`src/hdl/rtgd_pkg.sv`:
```
// Package with shared constants and types for the RDS text group decoder.
`timescale 1ns / 1ps
`default_nettype none

package rtgd_pkg;

  // Text store geometry: radiotext is kept four characters to a memory row.
  localparam int unsigned RT_LEN     = 64;
  localparam int unsigned PS_LEN     = 8;
  localparam int unsigned RT_LANES   = 4;
  localparam int unsigned PS_LANES   = 2;
  localparam int unsigned RT_ROWS    = RT_LEN / RT_LANES;
  localparam int unsigned PS_ROWS    = PS_LEN / PS_LANES;
  localparam int unsigned RT_ROW_W   = $clog2(RT_ROWS);
  localparam int unsigned PS_ROW_W   = $clog2(PS_ROWS);
  localparam int unsigned RT_LANE_W  = $clog2(RT_LANES);
  localparam int unsigned CHAR_W     = 8;
  localparam int unsigned IDX_W      = $clog2(RT_LEN);

  // Item function codes.
  localparam logic FUNC_GROUP = 1'b0;
  localparam logic FUNC_CLEAR = 1'b1;

  // Group types handled.
  localparam logic [3:0] GT_BASIC     = 4'h0;
  localparam logic [3:0] GT_RADIOTEXT = 4'h2;

  // Error level limits.
  localparam logic [1:0] ERR_NONE   = 2'd0;
  localparam logic [1:0] ERR_RT_MAX = 2'd2;

  // Read-side information carried alongside the memory read.
  typedef struct packed {
    logic                         ps_ok;
    logic                         ps_fwd;
    logic [PS_LANES*CHAR_W-1:0]   ps_fwd_data;
    logic                         ps_lane;
    logic                         rt_ok;
    logic [RT_LANES-1:0]          rt_fwd_mask;
    logic [RT_LANES*CHAR_W-1:0]   rt_fwd_data;
    logic [RT_LANE_W-1:0]         rt_lane;
  } rd_info_t;

endpackage : rtgd_pkg

`default_nettype wire

```
`src/hdl/rds_text_group_decoder.sv`:
```
// Top level of the RDS text group decoder: group decode, text memories and output stage.
// Results pass the stage-1 and output registers. Throughput: one item per cycle while
// the output is not stalled; the single write port and one read port of each text
// memory are used once per item, with same-row writes forwarded to the read.
// Reset clears the flags, the program type and the per-row valid bits of both text
// memories, so both stores read as zero at once; there is no clearing pass.
// A clear item drops the row valid bits.
`timescale 1ns / 1ps
`default_nettype none

module rds_text_group_decoder (
  input  wire logic        clk_i,
  input  wire logic        rst_ni,
  input  wire logic        in_valid_i,
  output logic             in_ready_o,
  input  wire logic        func_i,
  input  wire logic [15:0] status_word_i,
  input  wire logic [15:0] block_b_i,
  input  wire logic [15:0] block_c_i,
  input  wire logic [15:0] block_d_i,
  input  wire logic [15:0] error_word_i,
  input  wire logic [5:0]  read_index_i,
  output logic             out_valid_o,
  input  wire logic        out_ready_i,
  output logic             music_speech_o,
  output logic             traffic_announce_o,
  output logic [4:0]       program_type_o,
  output logic [7:0]       ps_char_o,
  output logic [7:0]       rt_char_o,
  output logic             text_updated_o
);

  localparam int unsigned CW  = rtgd_pkg::CHAR_W;
  localparam int unsigned RTW = rtgd_pkg::RT_LANES * CW;
  localparam int unsigned PSW = rtgd_pkg::PS_LANES * CW;

  // Text memories.
  logic [RTW-1:0] rt_mem [rtgd_pkg::RT_ROWS];
  logic [PSW-1:0] ps_mem [rtgd_pkg::PS_ROWS];
  logic [RTW-1:0] rt_rdata_q;
  logic [PSW-1:0] ps_rdata_q;

  logic [rtgd_pkg::RT_ROWS-1:0] rt_vld_q, rt_vld_d;
  logic [rtgd_pkg::PS_ROWS-1:0] ps_vld_q, ps_vld_d;

  logic       ms_q, ms_d, ta_q, ta_d;
  logic [4:0] pty_q, pty_d;

  logic                 s1_valid_q;
  logic                 s1_ms_q, s1_ta_q, s1_upd_q;
  logic [4:0]           s1_pty_q;
  rtgd_pkg::rd_info_t   s1_info_q, info_d;

  logic in_fire, s1_adv;

  // Decode of the incoming group.
  logic                          grp_ok, basic, rt_a, rt_b, ps_we, rt_we, updated;
  logic [3:0]                    gtype, seg;
  logic [1:0]                    err_b, err_c, err_d;
  logic [rtgd_pkg::RT_LANES-1:0] rt_be, rt_wbe;
  logic [RTW-1:0]                rt_src, rt_wdata;
  logic [rtgd_pkg::RT_ROW_W-1:0] rt_row, rt_rd_row;
  logic [rtgd_pkg::PS_ROW_W-1:0] ps_row, ps_rd_row;

  assign s1_adv     = s1_valid_q && (!out_valid_o || out_ready_i);
  assign in_ready_o = !s1_valid_q || s1_adv;
  assign in_fire    = in_valid_i && in_ready_o;

  assign rt_rd_row = read_index_i[rtgd_pkg::IDX_W-1 -: rtgd_pkg::RT_ROW_W];
  assign ps_rd_row = read_index_i[rtgd_pkg::PS_ROW_W:1];

  always_comb begin
    grp_ok = (func_i == rtgd_pkg::FUNC_GROUP) && status_word_i[15];
    gtype  = block_b_i[15:12];
    seg    = block_b_i[3:0];
    err_b  = error_word_i[13:12];
    err_c  = error_word_i[11:10];
    err_d  = error_word_i[9:8];
    basic  = grp_ok && (gtype == rtgd_pkg::GT_BASIC);
    rt_a   = grp_ok && (gtype == rtgd_pkg::GT_RADIOTEXT) && !status_word_i[12];
    rt_b   = grp_ok && (gtype == rtgd_pkg::GT_RADIOTEXT) && status_word_i[12];
    ps_we  = basic && (err_b == rtgd_pkg::ERR_NONE) && (err_d == rtgd_pkg::ERR_NONE);
    ps_row = block_b_i[rtgd_pkg::PS_ROW_W-1:0];

    // Lane 0 holds the lowest character position of a row.
    rt_be  = '0;
    rt_src = {block_d_i[7:0], block_d_i[15:8], block_d_i[7:0], block_d_i[15:8]};
    rt_row = seg;
    if (rt_a) begin
      rt_src = {block_d_i[7:0], block_d_i[15:8], block_c_i[7:0], block_c_i[15:8]};
      rt_be  = {{2{err_d < rtgd_pkg::ERR_RT_MAX}}, {2{err_c < rtgd_pkg::ERR_RT_MAX}}};
    end else if (rt_b) begin
      rt_row = {1'b0, seg[3:1]};
      if (err_d == rtgd_pkg::ERR_NONE) begin
        rt_be = seg[0] ? 4'b1100 : 4'b0011;
      end
    end
    rt_we   = |rt_be;
    updated = ps_we || rt_we;

    // A row that is not valid reads as zero, so its first write fills all lanes.
    rt_wbe = rt_vld_q[rt_row] ? rt_be : '1;
    for (int l = 0; l < rtgd_pkg::RT_LANES; l++) begin
      rt_wdata[l*CW +: CW] = rt_be[l] ? rt_src[l*CW +: CW] : '0;
    end

    rt_vld_d = rt_vld_q;
    ps_vld_d = ps_vld_q;
    if (func_i == rtgd_pkg::FUNC_CLEAR) begin
      rt_vld_d = '0;
      ps_vld_d = '0;
    end else begin
      if (rt_we) rt_vld_d[rt_row] = 1'b1;
      if (ps_we) ps_vld_d[ps_row] = 1'b1;
    end

    ms_d  = basic ? block_b_i[3] : ms_q;
    ta_d  = basic ? block_b_i[4] : ta_q;
    pty_d = basic ? block_b_i[9:5] : pty_q;

    info_d.ps_ok       = ps_vld_d[ps_rd_row];
    info_d.ps_fwd      = ps_we && (ps_row == ps_rd_row);
    info_d.ps_fwd_data = block_d_i;
    info_d.ps_lane     = read_index_i[0];
    info_d.rt_ok       = rt_vld_d[rt_rd_row];
    info_d.rt_fwd_mask = (rt_we && (rt_row == rt_rd_row)) ? rt_wbe : '0;
    info_d.rt_fwd_data = rt_wdata;
    info_d.rt_lane     = read_index_i[rtgd_pkg::RT_LANE_W-1:0];
  end

  // Memories: one write and one registered read per accepted item.
  always_ff @(posedge clk_i) begin
    if (in_fire) begin
      for (int l = 0; l < rtgd_pkg::RT_LANES; l++) begin
        if (rt_we && rt_wbe[l]) begin
          rt_mem[rt_row][l*CW +: CW] <= rt_wdata[l*CW +: CW];
        end
      end
      if (ps_we) begin
        ps_mem[ps_row] <= block_d_i;
      end
      rt_rdata_q <= rt_mem[rt_rd_row];
      ps_rdata_q <= ps_mem[ps_rd_row];
    end
  end

  always_ff @(posedge clk_i or negedge rst_ni) begin
    if (!rst_ni) begin
      rt_vld_q   <= '0;
      ps_vld_q   <= '0;
      ms_q       <= 1'b0;
      ta_q       <= 1'b0;
      pty_q      <= '0;
      s1_valid_q <= 1'b0;
    end else begin
      if (in_fire) begin
        rt_vld_q <= rt_vld_d;
        ps_vld_q <= ps_vld_d;
        ms_q     <= ms_d;
        ta_q     <= ta_d;
        pty_q    <= pty_d;
      end
      if (in_ready_o) begin
        s1_valid_q <= in_valid_i;
      end
    end
  end

  always_ff @(posedge clk_i) begin
    if (in_fire) begin
      s1_ms_q   <= ms_d;
      s1_ta_q   <= ta_d;
      s1_pty_q  <= pty_d;
      s1_upd_q  <= updated;
      s1_info_q <= info_d;
    end
  end

  // Merge of read data with a write to the same row from the same item.
  logic [PSW-1:0] ps_row_data;
  logic [RTW-1:0] rt_row_data;
  logic [CW-1:0]  ps_char_d, rt_char_d;

  always_comb begin
    ps_row_data = s1_info_q.ps_fwd ? s1_info_q.ps_fwd_data : ps_rdata_q;
    for (int l = 0; l < rtgd_pkg::RT_LANES; l++) begin
      rt_row_data[l*CW +: CW] = s1_info_q.rt_fwd_mask[l] ?
                                s1_info_q.rt_fwd_data[l*CW +: CW] : rt_rdata_q[l*CW +: CW];
    end
    // Even PS positions sit in the high byte of a row.
    ps_char_d = s1_info_q.ps_lane ? ps_row_data[CW-1:0] : ps_row_data[PSW-1 -: CW];
    rt_char_d = rt_row_data[s1_info_q.rt_lane*CW +: CW];
    if (!s1_info_q.ps_ok) ps_char_d = '0;
    if (!s1_info_q.rt_ok) rt_char_d = '0;
  end

  // Output register.
  always_ff @(posedge clk_i or negedge rst_ni) begin
    if (!rst_ni) begin
      out_valid_o <= 1'b0;
    end else if (!out_valid_o || out_ready_i) begin
      out_valid_o <= s1_valid_q;
    end
  end

  always_ff @(posedge clk_i) begin
    if (s1_adv) begin
      music_speech_o     <= s1_ms_q;
      traffic_announce_o <= s1_ta_q;
      program_type_o     <= s1_pty_q;
      ps_char_o          <= ps_char_d;
      rt_char_o          <= rt_char_d;
      text_updated_o     <= s1_upd_q;
    end
  end

endmodule : rds_text_group_decoder

`default_nettype wire
```
`config.mk`:
```
export PLATFORM = sky130hd
export DESIGN_NAME = rds_text_group_decoder
export DESIGN_NICKNAME = d
export VERILOG_FILES = /design/src/hdl/rtgd_pkg.sv /design/src/hdl/rds_text_group_decoder.sv
export SDC_FILE = /design/constraint.sdc
export NUM_CORES = 1
export LEC_CHECK = 0
export ABC_AREA = 1
export BUFFER_PORTS_ARGS = -buffer_cell sky130_fd_sc_hd__clkbuf_2
export CAP_MARGIN = 20
export CELL_PAD_IN_SITES_DETAIL_PLACEMENT = 0
export CELL_PAD_IN_SITES_GLOBAL_PLACEMENT = 2
export CORE_MARGIN = 4
export CORE_UTILIZATION = 43
export CTS_BUF_LIST = sky130_fd_sc_hd__clkbuf_8 sky130_fd_sc_hd__clkbuf_16
export DETAILED_ROUTE_END_ITERATION = 10
export PLACE_DENSITY = 0.81
export SETUP_SLACK_MARGIN = 0.4
export SYNTH_ARGS = -nofsm -noshare
export SYNTH_HDL_FRONTEND = slang
export SYNTH_SLANG_ARGS = --single-unit
```
`constraint.sdc`:
```
create_clock -name clk_i -period 5.8 [get_ports clk_i]
set_input_delay 0.87 -clock clk_i [delete_from_list [all_inputs] [get_ports clk_i]]
set_output_delay 0.87 -clock clk_i [all_outputs]
set_load 0.03 [all_outputs]
```
==> results.py <==
metrics = {
    "outcome": {
        "status": "completed",
    },
    "floorplan": {
        "die_y_um": 270,
        "design.core.area_mm2": 0.0678,
        "rows": 95,
        "ios": 117,
        "die-area_mm2": 0.0731,
        "die_w_um": 270,
        "initial_core_util_pct": 43.7,
    },
    "hold_path": {
        "hold_class": "input port to async pin",
    },
    "setup_path": {
        "endpoint_kind": "flip-flop",
        "critPathRequiredTime_ns": 6.04,
        "crit_path_start": "func_i",
        "crit_path_end": "rt_mem[1][22]",
        "crit_buf_inv": 2,
        "cp_max_fo": 18,
        "crit_arrival_ns": 3.74,
        "r2r_start": "s1_info_q[0]",
        "cpMostUsedCell": "nor2_1",
        "slowest_stage": "nor2_2",
        "crit_cells": 10,
        "rr_worst_depth": 6,
        "r2r-end": "rt_char_o[6]",
        "r2r_slack_ns": 2.58,
        "cp_top_family": "simple AND/OR/NAND/NOR gates",
        "worst_setup_path_start_kind": "input port",
        "slowest_delay_ns": 0.90,
        "path_class": "input port to flip-flop",
        "path_cells": "clkbuf_2 > nor2_4 > nand3_4 > inv_1 > nand2_1 > nand2_2 > nor2_1 > nor2_1 > nand2_4 > nor2_2",
    },
    "grt": {
        "grt_pass1_vias": 18185,
        "grt_first_pass_wirelength_um": 116000,
        "grt_antenna_before_repair": 1,
        "grt_usage_pct": 20.9,
        "grt_start_max_net_pins": 134,
        "gr-total-overflow": 0,
    },
    "power": {
        "p_seq_share_pct": 52.2,
        "clock_power_share_pct": 42.2,
        "switching_share_pct": 22.6,
        "p_comb_share_pct": 5.6,
        "peakVddDrop_uv": 291,
        "switching_power_mw": 2.58,
        "power_mw": 11.4,
        "leakagePower_nw": 10.5,
        "p_int_mw": 8.85,
        "powerDensity_mw_per_mm2": 339,
    },
    "placement": {
        "dp_hpwl_um": 44300,
        "io_buffers": 89,
        "dp_worst_setup_slack_ns": 1.58,
        "gp_congestion": 0.805,
    },
    "yosys": {
        "synth_top_cells_by_area": "edfxtp_1 72%, nor2_1 6.1%, o21ai_0 6.1%, o221ai_1 2.8%, dfrtp_1 2.5%",
        "synthDistinctLibCells": 33,
        "synth_top_cell_by_area": "edfxtp_1",
        "ys_warn_count": 0,
        "synth_top_area_share_pct": 72.1,
        "syn_nets": 2399,
        "synth_area_mm2": 0.0296,
        "synth_area_per_cell_um2": 12.8,
        "synth_seq_cells": 740,
        "synthCells": 2308,
        "ys_seq_area_share_pct": 74.6,
    },
    "routing": {
        "vias": 19017,
        "wl_per_cell_um": 23.6,
        "antenna_left": 0,
        "drcViolationCount": 0,
        "avgViaCountPerCell": 5.72,
        "dr.pass1.iters": 7,
        "dr.first_iter.drc_count": 2077,
        "totalWireLength_um": 78400,
    },
    "clock_network": {
        "root_buffer": "clkbuf_16",
        "clock_sinks": 740,
        "numCtsBuffers": 79,
        "clk-insertion-delay-late_ns": 0.62,
        "hold_buffers": 0,
        "cts_resized": 0,
        "cts_htree_levels": 3,
        "tritoncts": "done",
        "cts.clk_slew.worst_paths_ns": 0.06,
        "cts_setup_buffers": 0,
        "clockBufferDepth": 3,
    },
    "job": {
        "drv_cap": 0,
    },
    "finish": {
        "finish.utilization_pct": 49.8,
        "register_area_mm2": 0.0221,
        "nNetsFinal": 2481,
        "fill_cells": 5855,
        "multi_input_area_mm2": 0.00663,
        "drive_gt1_share_pct": 13.4,
        "syn_to_final_growth_pct": 13.8,
        "num_antenna_cells": 0,
    },
    "sta": {
        "rsz0062_at_grt": "no",
        "worst_slack_ns": 2.30,
        "worst_pin_slew_ns": 1.10,
        "maxSlewHeadroom_pct": 26.1,
        "finalHoldViolCount": 0,
        "clock_skew_ns": 0.0260,
        "slew_viol_final": 0,
        "finalSetupViolCount": 0,
        "timing.fmax_mhz": 286,
        "fin_crit_sh_pct": 60.3,
        "tns_ns": 0,
        "post-route-min-period_ns": 3.50,
    },
}
## layout make-up
cell class	count	area share, %
clock buffer	81	5.98
clock inverter	62	1.42
inverter	109	1.25
multi-input combinational	1313	19.7
sequential	740	65.5
tap	873	3.24
timing repair buffer	147	2.96
## power by group through the flow
stage | Sequential (mW) | Clock, mW | Combinational, mW
finish | 5.97 | 4.82 | 0.637
global route | 5.97 | 5.15 | 0.701
detailed placement | 6.08 | 0 | 0.630
CTS | 5.97 | 4.92 | 0.631
global placement | 6.07 | 0 | 0.618
floorplan | 6.10 | 0 | 0.351
## routing by layer
metal	part of all wire, %	vias to the layer above	track usage (%)
met1	43	9610	29.3
met5	0.014	-	0
met4	2.8	2	6.56
li1	-	8659	-
met2	48	615	33.8
met3	5.9	131	3.38
## cells by family after synthesis
group	count (synthesis)	share of synthesized area, %
DFF	740	74.6
and+or+nand+nor	713	9.74
AOI/OAI and AO/OA	581	11.7
buffers and inverters	255	3.31
muxes	16	0.608
xor gates and xnor gates	3	0.0887
## cells in the final DEF, fill, tap and decap left out, types with 9 or more instances in the layout
cell       Yosys  routed
buf_4          1      47
edfxtp_1     711     711
clkbuf_2       0      86
nor2_2         6      30
o22ai_1       56      56
nor2_1       485     461
o211ai_1      32      32
clkbuf_16      0      80
mux2_2        16      16
nand2_2       10      10
nand2_1      125     125
inv_1        105     116
o21ai_0      361     361
a21oi_1       12      11
dfrtp_1       29      29
o221ai_1      96      96
a211oi_1      14      14
a31oi_1        9       9
nand3_1       69      69
clkinv_2       0      14
clkinv_1       1      19
## worst min-delay path by stage
stage                              to  slack [ns]  cells after the start
floorplan              music_speech_o        0.40                      0
CTS                          pty_q[1]        0.37                      1
global placement    program_type_o[3]        0.40                      0
global route                 pty_q[1]        0.40                      1
finish                       pty_q[1]        0.36                      1
detailed placement  program_type_o[4]        0.41                      0
## synth_stat cells
cell type / instances
nor2_1: 485
clkinv_1: 1
nand3_4: 1
nor2_2: 6
o211ai_1: 32
nand3_2: 2
buf_6: 2
nand3_1: 69
buf_4: 1
nand2_1: 125
o21ai_0: 361
edfxtp_1: 711
o221ai_1: 96
xnor2_1: 1
nor4_1: 1
clkbuf_1: 125
nor3_1: 2
nand2_2: 10
nand2_4: 2
mux2_2: 16
inv_2: 3
buf_1: 14
a211oi_1: 14
xor2_1: 2
o22ai_1: 56
inv_1: 105
a31oi_1: 9
dfrtp_1: 29
buf_2: 4
o21ai_1: 1
a21oi_1: 12
nand4_1: 8
nor2_4: 2
## flip-flops by register name, indices dropped and copies added, names as in the netlist, 4 cells and up
name            flops
ps_rdata_q         16
s1_info_q          55
program_type_o      5
rt_char_o           8
ps_mem             64
ps_vld_q            4
pty_q               5
rt_vld_q           16
ps_char_o           8
rt_mem            512
s1_pty_q            5
rt_rdata_q         32
## through the flow
| stage | cells | hold WS, ns | area, um2 |
|---|---|---|---|
| 5_1_grt | 3325 | 0.402 | 33700 |
| 4_1_cts | 3307 | 0.370 | 33500 |
| 3_5_place_dp | 3164 | 0.409 | 31000 |
| 6_report | 3325 | 0.357 | 33700 |
| 2_1_floorplan | 2308 | 0.400 | 29600 |
| 3_3_place_gp | 3162 | 0.402 | 31000 |
Power figures use the tool's default switching activity.
